--- src/tfc_pkg.sv ---
// Types, codes and constants for the thermal fan controller.
// No dependencies; imported by every module of the block.
package tfc_pkg;

  localparam int TempW   = 8;
  localparam int LimitW  = 10;
  localparam int DivSteps = 8;
  localparam int StepW   = $clog2(DivSteps);
  localparam logic [7:0]  FULL_DUTY = 8'hFF;
  localparam logic [9:0]  COUNT_MAX = 10'h3FF;

  typedef enum logic [1:0] {
    REG_LOW   = 2'd0,
    REG_MID   = 2'd1,
    REG_HIGH  = 2'd2,
    REG_LIMIT = 2'd3
  } reg_idx_t;

  typedef enum logic [1:0] {
    MODE_NORMAL    = 2'd0,
    MODE_EMERGENCY = 2'd1,
    MODE_ABNORMAL  = 2'd2
  } mode_t;

  typedef enum logic [1:0] {
    ST_IDLE,
    ST_LOAD,
    ST_DIV,
    ST_FIN
  } ctrl_state_t;

  typedef struct packed {
    logic [TempW-1:0] temperature;
    logic             btn_level;
  } in_beat_t;

  typedef struct packed {
    logic             fan_enable;
    logic [7:0]       fan_duty;
    logic             shutdown_request;
    logic [1:0]       mode;
  } out_beat_t;

  typedef struct packed {
    logic capture;
    logic load;
    logic step;
    logic finish;
  } dp_cmd_t;

  typedef struct packed {
    logic out_free;
  } dp_status_t;

endpackage

--- src/tfc_ctrl.sv ---
// Sequencer for the thermal fan controller: capture, divider load,
// eight divider steps, result write. Uses tfc_pkg.
module tfc_ctrl (
  input  logic                clk,
  input  logic                rst_n,
  input  logic                in_valid,
  output logic                in_ready,
  input  tfc_pkg::dp_status_t status,
  output tfc_pkg::dp_cmd_t    cmd
);
  import tfc_pkg::*;

  ctrl_state_t      state_r, state_nxt;
  logic [StepW-1:0] step_r, step_nxt;
  logic             last_step;

  assign last_step = (step_r == StepW'(DivSteps - 1));

  always_ff @(posedge clk) begin
    if (!rst_n) begin
      state_r <= ST_IDLE;
      step_r  <= '0;
    end else begin
      state_r <= state_nxt;
      step_r  <= step_nxt;
    end
  end

  always_comb begin
    state_nxt = state_r;
    step_nxt  = step_r;
    unique case (state_r)
      ST_IDLE: begin
        if (in_valid) state_nxt = ST_LOAD;
      end
      ST_LOAD: begin
        state_nxt = ST_DIV;
        step_nxt  = '0;
      end
      ST_DIV: begin
        step_nxt = step_r + 1'b1;
        if (last_step) state_nxt = ST_FIN;
      end
      ST_FIN: begin
        if (status.out_free) state_nxt = ST_IDLE;
      end
      default: state_nxt = ST_IDLE;
    endcase
  end

  always_comb begin
    cmd      = '0;
    in_ready = 1'b0;
    unique case (state_r)
      ST_IDLE: begin
        in_ready    = 1'b1;
        cmd.capture = in_valid;
      end
      ST_LOAD: cmd.load = 1'b1;
      ST_DIV:  cmd.step = 1'b1;
      ST_FIN:  cmd.finish = status.out_free;
      default: ;
    endcase
  end

`ifndef ASSERT_OFF
  a_capture_load: assert property (@(posedge clk) disable iff (!rst_n)
    cmd.capture |=> state_r == ST_LOAD)
    else $error("capture not followed by load");
  a_div_end: assert property (@(posedge clk) disable iff (!rst_n)
    (state_r == ST_DIV && last_step) |=> state_r == ST_FIN)
    else $error("divider did not finish after last step");
  a_fin_hold: assert property (@(posedge clk) disable iff (!rst_n)
    (state_r == ST_FIN && !status.out_free) |=> state_r == ST_FIN)
    else $error("result dropped while output slot busy");
`endif
endmodule

--- src/tfc_dp.sv ---
// Datapath: threshold registers, sample capture, ramp numerator, restoring
// divider, mode machine and output register. Uses tfc_pkg.
module tfc_dp (
  input  logic                 clk,
  input  logic                 rst_n,
  input  logic                 cfg_we,
  input  logic [1:0]           cfg_addr,
  input  logic [9:0]           cfg_wdata,
  input  tfc_pkg::in_beat_t    in_data,
  output tfc_pkg::out_beat_t   out_data,
  output logic                 out_valid,
  input  logic                 out_ready,
  input  tfc_pkg::dp_cmd_t     cmd,
  output tfc_pkg::dp_status_t  status
);
  import tfc_pkg::*;

  logic [7:0]  low_r, mid_r, high_r;
  logic [9:0]  limit_r;
  logic [7:0]  temp_r;
  logic        button_r;
  logic [7:0]  rem_r, rem_nxt;
  logic [7:0]  quo_r, quo_nxt;
  mode_t       mode_r, mode_nxt;
  logic [9:0]  count_r, count_nxt, count_inc;
  out_beat_t   out_r, out_nxt;
  logic        out_valid_r;

  logic [7:0]  diff;
  logic [15:0] numer;
  logic [7:0]  span;
  logic [8:0]  shifted;
  logic        t_lt_low, t_lt_mid, t_lt_high;

  // config
  always_ff @(posedge clk) begin
    if (!rst_n) begin
      low_r   <= 8'd20;
      mid_r   <= 8'd40;
      high_r  <= 8'd50;
      limit_r <= 10'd14;
    end else if (cfg_we) begin
      unique case (reg_idx_t'(cfg_addr))
        REG_LOW:   low_r   <= cfg_wdata[7:0];
        REG_MID:   mid_r   <= cfg_wdata[7:0];
        REG_HIGH:  high_r  <= cfg_wdata[7:0];
        REG_LIMIT: limit_r <= cfg_wdata;
        default: ;
      endcase
    end
  end

  assign t_lt_low  = temp_r < low_r;
  assign t_lt_mid  = temp_r < mid_r;
  assign t_lt_high = temp_r < high_r;

  // (t - low) * 255; quotient stays below 256, so the upper byte seeds the remainder
  assign diff    = temp_r - low_r;
  assign numer   = {diff, 8'h00} - {8'h00, diff};
  assign span    = mid_r - low_r;
  assign shifted = {rem_r, quo_r[7]};

  always_comb begin
    rem_nxt = rem_r;
    quo_nxt = quo_r;
    if (cmd.load) begin
      rem_nxt = numer[15:8];
      quo_nxt = numer[7:0];
    end else if (cmd.step) begin
      if (shifted >= {1'b0, span}) begin
        rem_nxt = 8'(shifted - {1'b0, span});
        quo_nxt = {quo_r[6:0], 1'b1};
      end else begin
        rem_nxt = shifted[7:0];
        quo_nxt = {quo_r[6:0], 1'b0};
      end
    end
  end

  always_ff @(posedge clk) begin
    if (cmd.capture) begin
      temp_r   <= in_data.temperature;
      button_r <= in_data.btn_level;
    end
    rem_r <= rem_nxt;
    quo_r <= quo_nxt;
  end

  assign count_inc = (count_r == COUNT_MAX) ? count_r : count_r + 1'b1;

  always_comb begin
    mode_nxt  = mode_r;
    count_nxt = count_r;
    unique case (mode_r)
      MODE_NORMAL: begin
        if (!t_lt_high) begin
          mode_nxt  = MODE_EMERGENCY;
          count_nxt = '0;
        end
      end
      MODE_EMERGENCY: begin
        count_nxt = count_inc;
        if (count_inc >= limit_r) mode_nxt = MODE_ABNORMAL;
        else if (t_lt_high)       mode_nxt = MODE_NORMAL;
      end
      default: ;
    endcase
  end

  always_comb begin
    out_nxt.shutdown_request = button_r && !t_lt_mid && t_lt_high;
    out_nxt.mode             = mode_nxt;
    if (mode_r == MODE_ABNORMAL) begin
      out_nxt.fan_enable = 1'b1;
      out_nxt.fan_duty   = FULL_DUTY;
    end else if (t_lt_low) begin
      out_nxt.fan_enable = 1'b0;
      out_nxt.fan_duty   = '0;
    end else if (t_lt_mid) begin
      out_nxt.fan_enable = 1'b1;
      out_nxt.fan_duty   = quo_r;
    end else begin
      out_nxt.fan_enable = 1'b1;
      out_nxt.fan_duty   = FULL_DUTY;
    end
  end

  always_ff @(posedge clk) begin
    if (!rst_n) begin
      mode_r      <= MODE_NORMAL;
      count_r     <= '0;
      out_valid_r <= 1'b0;
    end else begin
      if (cmd.finish) begin
        mode_r      <= mode_nxt;
        count_r     <= count_nxt;
        out_valid_r <= 1'b1;
      end else if (out_ready) begin
        out_valid_r <= 1'b0;
      end
    end
  end

  always_ff @(posedge clk) begin
    if (cmd.finish) out_r <= out_nxt;
  end

  assign out_data        = out_r;
  assign out_valid       = out_valid_r;
  assign status.out_free = !out_valid_r || out_ready;

`ifndef ASSERT_OFF
  a_abnormal_sticky: assert property (@(posedge clk) disable iff (!rst_n)
    mode_r == MODE_ABNORMAL |=> mode_r == MODE_ABNORMAL)
    else $error("abnormal mode left without reset");
  a_finish_free: assert property (@(posedge clk) disable iff (!rst_n)
    cmd.finish |-> (!out_valid_r || out_ready))
    else $error("result written over a pending beat");
  a_mode_only_on_finish: assert property (@(posedge clk) disable iff (!rst_n)
    !cmd.finish |=> $stable(mode_r) && $stable(count_r))
    else $error("mode changed outside result write");
`endif
endmodule

--- src/thermal_fan_controller.sv ---
// Thermal fan controller. Each sample passes through capture, load, the 8-step
// serial divider and the result write; a new sample is taken only after the
// result write, which waits while the output register still holds an untaken beat.
// Reset (rst_n, synchronous, active low): thresholds 20/40/50, limit 14,
// normal mode, count cleared, no result pending. Uses tfc_pkg, tfc_ctrl, tfc_dp.
module thermal_fan_controller (
  input  logic                clk,
  input  logic                rst_n,
  input  logic                in_valid,
  output logic                in_ready,
  input  tfc_pkg::in_beat_t   in_data,
  output logic                out_valid,
  input  logic                out_ready,
  output tfc_pkg::out_beat_t  out_data,
  input  logic                cfg_we,
  input  logic [1:0]          cfg_addr,
  input  logic [9:0]          cfg_wdata
);
  import tfc_pkg::*;

  dp_cmd_t    cmd;
  dp_status_t status;

  tfc_ctrl u_ctrl (
    .clk      (clk),
    .rst_n    (rst_n),
    .in_valid (in_valid),
    .in_ready (in_ready),
    .status   (status),
    .cmd      (cmd)
  );

  tfc_dp u_dp (
    .clk       (clk),
    .rst_n     (rst_n),
    .cfg_we    (cfg_we),
    .cfg_addr  (cfg_addr),
    .cfg_wdata (cfg_wdata),
    .in_data   (in_data),
    .out_data  (out_data),
    .out_valid (out_valid),
    .out_ready (out_ready),
    .cmd       (cmd),
    .status    (status)
  );
endmodule

--- config.mk ---
export PLATFORM = sky130hd
export DESIGN_NAME = thermal_fan_controller
export DESIGN_NICKNAME = d
export VERILOG_FILES = /design/src/tfc_pkg.sv /design/src/tfc_ctrl.sv /design/src/tfc_dp.sv /design/src/thermal_fan_controller.sv
export SDC_FILE = /design/constraint.sdc
export NUM_CORES = 1
export LEC_CHECK = 0
export ABC_AREA = 1
export BUFFER_PORTS_ARGS = -buffer_cell sky130_fd_sc_hd__buf_2
export CORE_MARGIN = 5
export CORE_UTILIZATION = 57
export CTS_BUF_LIST = sky130_fd_sc_hd__clkbuf_2
export DETAILED_ROUTE_END_ITERATION = 8
export PLACE_DENSITY = 0.81
export REMOVE_ABC_BUFFERS = 1
export SLEW_MARGIN = 20
export SYNTH_ARGS = -nofsm -noshare
export SYNTH_HDL_FRONTEND = slang
export SYNTH_HIERARCHICAL = 1
export SYNTH_SLANG_ARGS = --single-unit
--- constraint.sdc ---
create_clock -name clk -period 3 [get_ports clk]
set_input_delay 0.15 -clock clk [delete_from_list [all_inputs] [get_ports clk]]
set_output_delay 0.15 -clock clk [all_outputs]
set_load 0.005 [all_outputs]
## Word level (Yosys, flattened, before mapping)

Index checks and enable logic that the tools add are counted.

| word-level totals | value |
|---|---|
| bits in registers | 89 |
| bits of input ports | 26 |
| output and inout bits | 14 |
| word-level logic and storage cells | 87 |

| operators by class | value |
|---|---|
| $add $sub $neg | 6 |
| magnitude comparators | 5 |
| eq/ne operators | 14 |
| muxes and demuxes | 27 |
| reduce and logical (&&, ||, !) cells | 18 |

Operators by type and width:

| kind | number |
|---|---|
| 8-bit 2-to-1 mux | 6 |
| 8-bit less-than comparator | 3 |
| 8-bit subtractor | 3 |
| 10-bit 2-to-1 mux | 2 |
| 10-bit case mux with 2 select lines | 1 |
| 16-bit by 8-bit subtractor with 16-bit output | 1 |
| 2-bit 2-to-1 mux | 6 |
| 10-bit by 1-bit adder with 10-bit output, second input constant | 1 |
| 10-bit equality test, second input constant | 1 |
| 2-bit equality test, second input constant | 5 |
| 10-bit greater-or-equal comparator | 1 |
| 9-bit by 8-bit greater-or-equal comparator with 1-bit output | 1 |
| 9-bit 2-to-1 mux | 1 |
| 1-bit 2-to-1 mux | 8 |
| 2-bit case mux with 4 select lines | 1 |
| 2-bit AND reduction | 4 |
| 2-bit nonzero test | 4 |
| 2-bit by 1-bit equality test with 1-bit output, second input constant | 3 |
| 2-bit logical NOT | 3 |
| 3-bit case mux with 2 select lines | 1 |
| 3-bit AND reduction | 2 |
| 2-bit by 1-bit != test with 1-bit output, second input constant | 2 |
| 2-bit != test, second input constant | 2 |
| 2-bit case mux with 2 select lines | 1 |
| 5 further kinds | 7 |

## Depth between registers and ports, before layout

| depth | value |
|---|---|
| depth after elaboration | 5 |
| mapped depth | 20 |
| depth with buffers taken out | 20 |

## Cells and area by module

The synthesis kept the hierarchy.

Modules (own cells, without submodules):

| module | instances | cells each | area each (sq um) | seq. area each (sq um) |
|---|---|---|---|---|
| tfc_dp | 1 | 667 | 5192.5 | 2052.0 |
| tfc_ctrl | 1 | 43 | 319.1 | 100.1 |

## Worst setup path before layout

OpenSTA, ideal clock, no wires.

| timing | value |
|---|---|
| path type | flip-flop to flip-flop |
| from | register u_dp.mid_r[0] |
| to | register u_dp.rem_r[2], data pin |
| data arrival time | 2663 ps |
| path slack | 78 ps |
| stages on the path, launching flop included | 17 |
| period minus slack after synthesis | 2922 ps |
| path through | dfxtp_1 inv_1 ha_1 fa_1 o21ai_0 nand2_1 nand2_1 a21oi_1 xor2_1 ha_1 nand2_1 nor2_1 a211oi_1 nand2_1 buf_4 o211ai_1 nand2_1 |

| on the way | value |
|---|---|
| cells in the longest elaborated chain, start to end | 5 |
| elaborated cells on any way between the ends | 6 |
| those cells by class | 2 x add/sub; 1 x order compare; 3 x mux |

RTL lines:

| element | line | source |
|---|---|---|
| start: declaration | tfc_dp.sv:18 | `logic [7:0] low_r, mid_r, high_r;` |
| start signal: assignment | tfc_dp.sv:45 | `REG_MID: mid_r <= cfg_wdata[7:0];` |
| 8-bit subtractor * | tfc_dp.sv:60 | `assign span = mid_r - low_r;` |
| 8-bit subtractor / 9-bit by 8-bit greater-or-equal comparator with 1-bit output (equally long branches) | tfc_dp.sv:71, tfc_dp.sv:70 |  |
| 8-bit 2-to-1 mux * | tfc_dp.sv:70 | `if (shifted >= {1'b0, span}) begin` |
| 8-bit 2-to-1 mux * | tfc_dp.sv:69 | `end else if (cmd.step) begin` |
| 8-bit 2-to-1 mux * | tfc_dp.sv:66 | `if (cmd.load) begin` |
| named net u_dp.rem_nxt[2] | tfc_dp.sv:22 | `logic [7:0] rem_r, rem_nxt;` |
| end signal: assignment | tfc_dp.sv:85 | `rem_r <= rem_nxt;` |
| end: declaration | tfc_dp.sv:22 |  |

The timed path passes the listed nets; every way through them passes the cells marked *. The select of a mux whose other input is x is not followed.
A chain may end at the register's enable or synchronous reset.

## Worst setup path after layout

| timing | value |
|---|---|
| from | register u_dp.mid_r[0] |
| to | register u_dp.rem_r[1], data pin |

Same word-level chain as after synthesis.

==> results.md <==
- First-pass GRT wire length: roughly 22,000 µm
- CTS buffer count: 9
- Seq cells post-synth: 89
- CTS tree: done
- Nets: 884
- Clk sinks: 89
- # Max-Cap Violations: 0
- Power Dens Cells: 732.2 mW/mm²
- Initial antenna violation count: 0
- Power consumption: ~4800 µW
- Worst reg2reg path endpoint: u_dp/rem_r[1]$_DFFE_PP_
- Core ar.: about 0.0093 mm²
- Mapped Area: about 0.0055 mm²
- Top_reg_cell synth: dfxtp_1
- Yosys top cell by area: edfxtp_1
- Row cnt: 35
- Final ANT Viol Nets: 0
- Hold path start: in_valid
- Worst skew pair latency: around 550 ps
- DR vias: approximately 5,000
- Worst r2r path cells: 20
- Peak supply drop: 343.4 µV
- Area contributors post-synth: edfxtp_1 (20%), dfxtp_1 (19%), ha_1 (12%)
- Final Max Tran Viols: 0
- Drt wl/cell: approximately 14 µm
- Cell area after layout: 0.006523 mm²
- Fmax: between 300 and 400 MHz
- Final setup vio count: 1
- Diode count: 0
- Crit path max fanout: 6
- Setup_tns: -8.436 ps
- Drt pass-1 iters: 5
- Root Buffer: clkbuf_2
- Fin worst setup slack: -8.436 ps
- Post-synthesis instance total: 710
- Worst Hold Class: input port to register
- Layout cell share with drive strength beyond 1: 15.03%
- Post-synthesis cell type count: 36
- Vias in the first global route: 4,956
- Worst hold slack: 27.46 ps
- I/O pins: 40
- Worst Hold Path EP: u_ctrl/state_r[1]$_SDFFE_PN0P_
- Synth-to-layout area growth: 18.34%
- CP Capture Type: register
- Ys async rst share: 0%
- Yosys top cell area share: 20.16%
- Tmin final: 3008 ps
- Die area: 0.01174 mm²
- Top-count cell post-synth: nand2_1
- Final HPWL DP: 10,020 µm
- Post-synth EDFFs: 37
- Post-Route WL: 13,370 µm
- Placed cell area: 0.005942 mm²
- CP startpoint kind: register
- Post-route DRC: 0
- Failing checks: setup timing
- Crit Path Category: register to register
- Rel. slew slack: 54.82%
- Synth cell count leaders: nand2_1 (173), inv_1 (115), a21oi_1 (71), ha_1 (55), dfxtp_1 (52)
- Gr ovfl total: 0
- Final Hold Fails: 0
- DRT iter0 DRCs: 202
- Fin crit share: 100.3%
- Fin Clk Skew: 33.13 ps
- Number of port buffers: 39
- Status: finished, violations left
- Place WS: -125.6 ps
- Worst-Margin Slew: 674.0 ps
- Max Root-Sink Buffers: 2
- Worst flop-to-flop path startpoint: u_dp/mid_r[0]$_SDFFE_PN0P_
- Critical Path AT: 3330 ps
- Die span in y: between 100 and 150 µm
- Register area share after synthesis: 39.05%
- RSZ-0062 raised after global routing: yes
- Ys Warns: 6
- Hold depth: 6
- GPL Wtd Cong: 0.9264
- H-tree levels: 3
- Crit path required time: 3320 ps
- Die width: 108.3 µm
- Vias per cell: 5.374
- Clk slew on worst S/H paths: 250 ps
- GRT Total Usage: 23.86%
- Leak: 0.003094 µW
- Avg Cell Area, Syn: 7.763 µm²
- Initial Util: approximately three fifths
- Largest net degree at the start of global routing: 37
- R2r setup slk: -8 ps
registers in the layout, summed over array words and instances (netlist names):
signal	cells
u_dp/limit_r	10
u_dp/mid_r	8
u_ctrl/state_r	2
u_dp/rem_r	8
u_dp/low_r	8
u_dp/out_data	12
u_dp/high_r	8
u_dp/button_r	1
u_dp/temp_r	8
u_dp/mode_r	2
u_dp/quo_r	8
u_dp/out_valid	1
u_dp/count_r	10
u_ctrl/step_r	3
worst max-delay path, cell delays in order (launching register included):
cell	delay, ps
dfxtp_2	370
inv_2	50
ha_4	160
fa_2	390
o21ai_2	170
nand2_1	80
nand2_1	80
a21oi_2	60
xor2_1	150
ha_1	340
inv_2	70
o21bai_1	90
a21oi_2	160
nand2_2	80
nand2_2	100
nand2_4	70
buf_4	160
nand2_1	60
nand2_1	50
nand2_1	50
nand2_1	60
power by group:
part / internal [µW] / total (µW) / leakage [µW] / switching [µW]
Clock: 367 / 780 / 0.0000942 / 413
Combinational: 903 / 2240 / 0.00223 / 1340
Sequential: 1620 / 1750 / 0.000772 / 133
routing by layer:
layer	part of all wire, %	track usage, %
met5	0	0
met4	2.3	9.197
met3	3.9	3.104
met2	53	43.78
met1	41	28.19
placed cells by master, fill, tap and decap left out, types with 7 or more instances in the layout:
| master | n |
|---|---|
| buf_2 | 39 |
| ha_1 | 53 |
| nor2_1 | 33 |
| inv_1 | 111 |
| dlygate4sd3_1 | 28 |
| xor2_1 | 11 |
| dfxtp_1 | 50 |
| nand2_2 | 9 |
| nand3_1 | 37 |
| clkbuf_2 | 11 |
| edfxtp_1 | 37 |
| a21oi_1 | 67 |
| buf_4 | 22 |
| nand2_1 | 167 |
| o21ai_0 | 46 |
| xnor2_1 | 7 |
| o211ai_1 | 10 |
repair_timing:
action / in CTS / in global routing
setup buffers: 2 / 5
gates cloned: 0 / 0
pin swaps: 3 / 16
endpoints found under the hold margin: 44 / 0
hold buffers: 28 / 0
resized for setup: 3 / 27
setup endpoints to repair: 8 / 9
layout make-up:
class | count | area, µm²
tap | 129 | 161.4
clock buffer | 11 | 55.05
inverter | 116 | 435.4
clock inverter | 5 | 102.6
multi-input combinational | 494 | 2962
sequential | 89 | 2155
fill | 728 | 2805
timing repair buffer | 90 | 651.9
worst max-delay path by stage:
stage,from,end,cells past startpoint
6_report,u_dp/mid_r[0]$_SDFFE_PN0P_,u_dp/rem_r[1]$_DFFE_PP_,20
5_1_grt,u_dp/mid_r[0]$_SDFFE_PN0P_,u_dp/rem_r[4]$_DFFE_PP_,18
4_1_cts,u_dp/mid_r[0]$_SDFFE_PN0P_,u_dp/rem_r[4]$_DFFE_PP_,18
3_5_place_dp,u_dp/mid_r[0]$_SDFFE_PN0P_,u_dp/rem_r[3]$_DFFE_PP_,16
3_3_place_gp,u_dp/mid_r[0]$_SDFFE_PN0P_,u_dp/rem_r[3]$_DFFE_PP_,16
2_1_floorplan,u_dp/mid_r[0]$_SDFFE_PN0P_,u_dp/rem_r[3]$_DFFE_PP_,16
cell families after synthesis:
family          after synthesis  share of synthesized area (%)
xor+xnor                     18                          2.860
flops                        89                          39.05
compound gates              145                          14.39
simple gates                273                          21.38
buf+inv                     127                          8.740
fa+ha+maj                    58                          13.58
metrics by stage:
step	cells	util [%]
global placement	883	63.70
CTS	929	68.65
floorplan	699	-
detailed placement	883	63.70
finish	934	69.93
global route	934	69.93
Note: power is estimated with default switching activity, not from simulation.
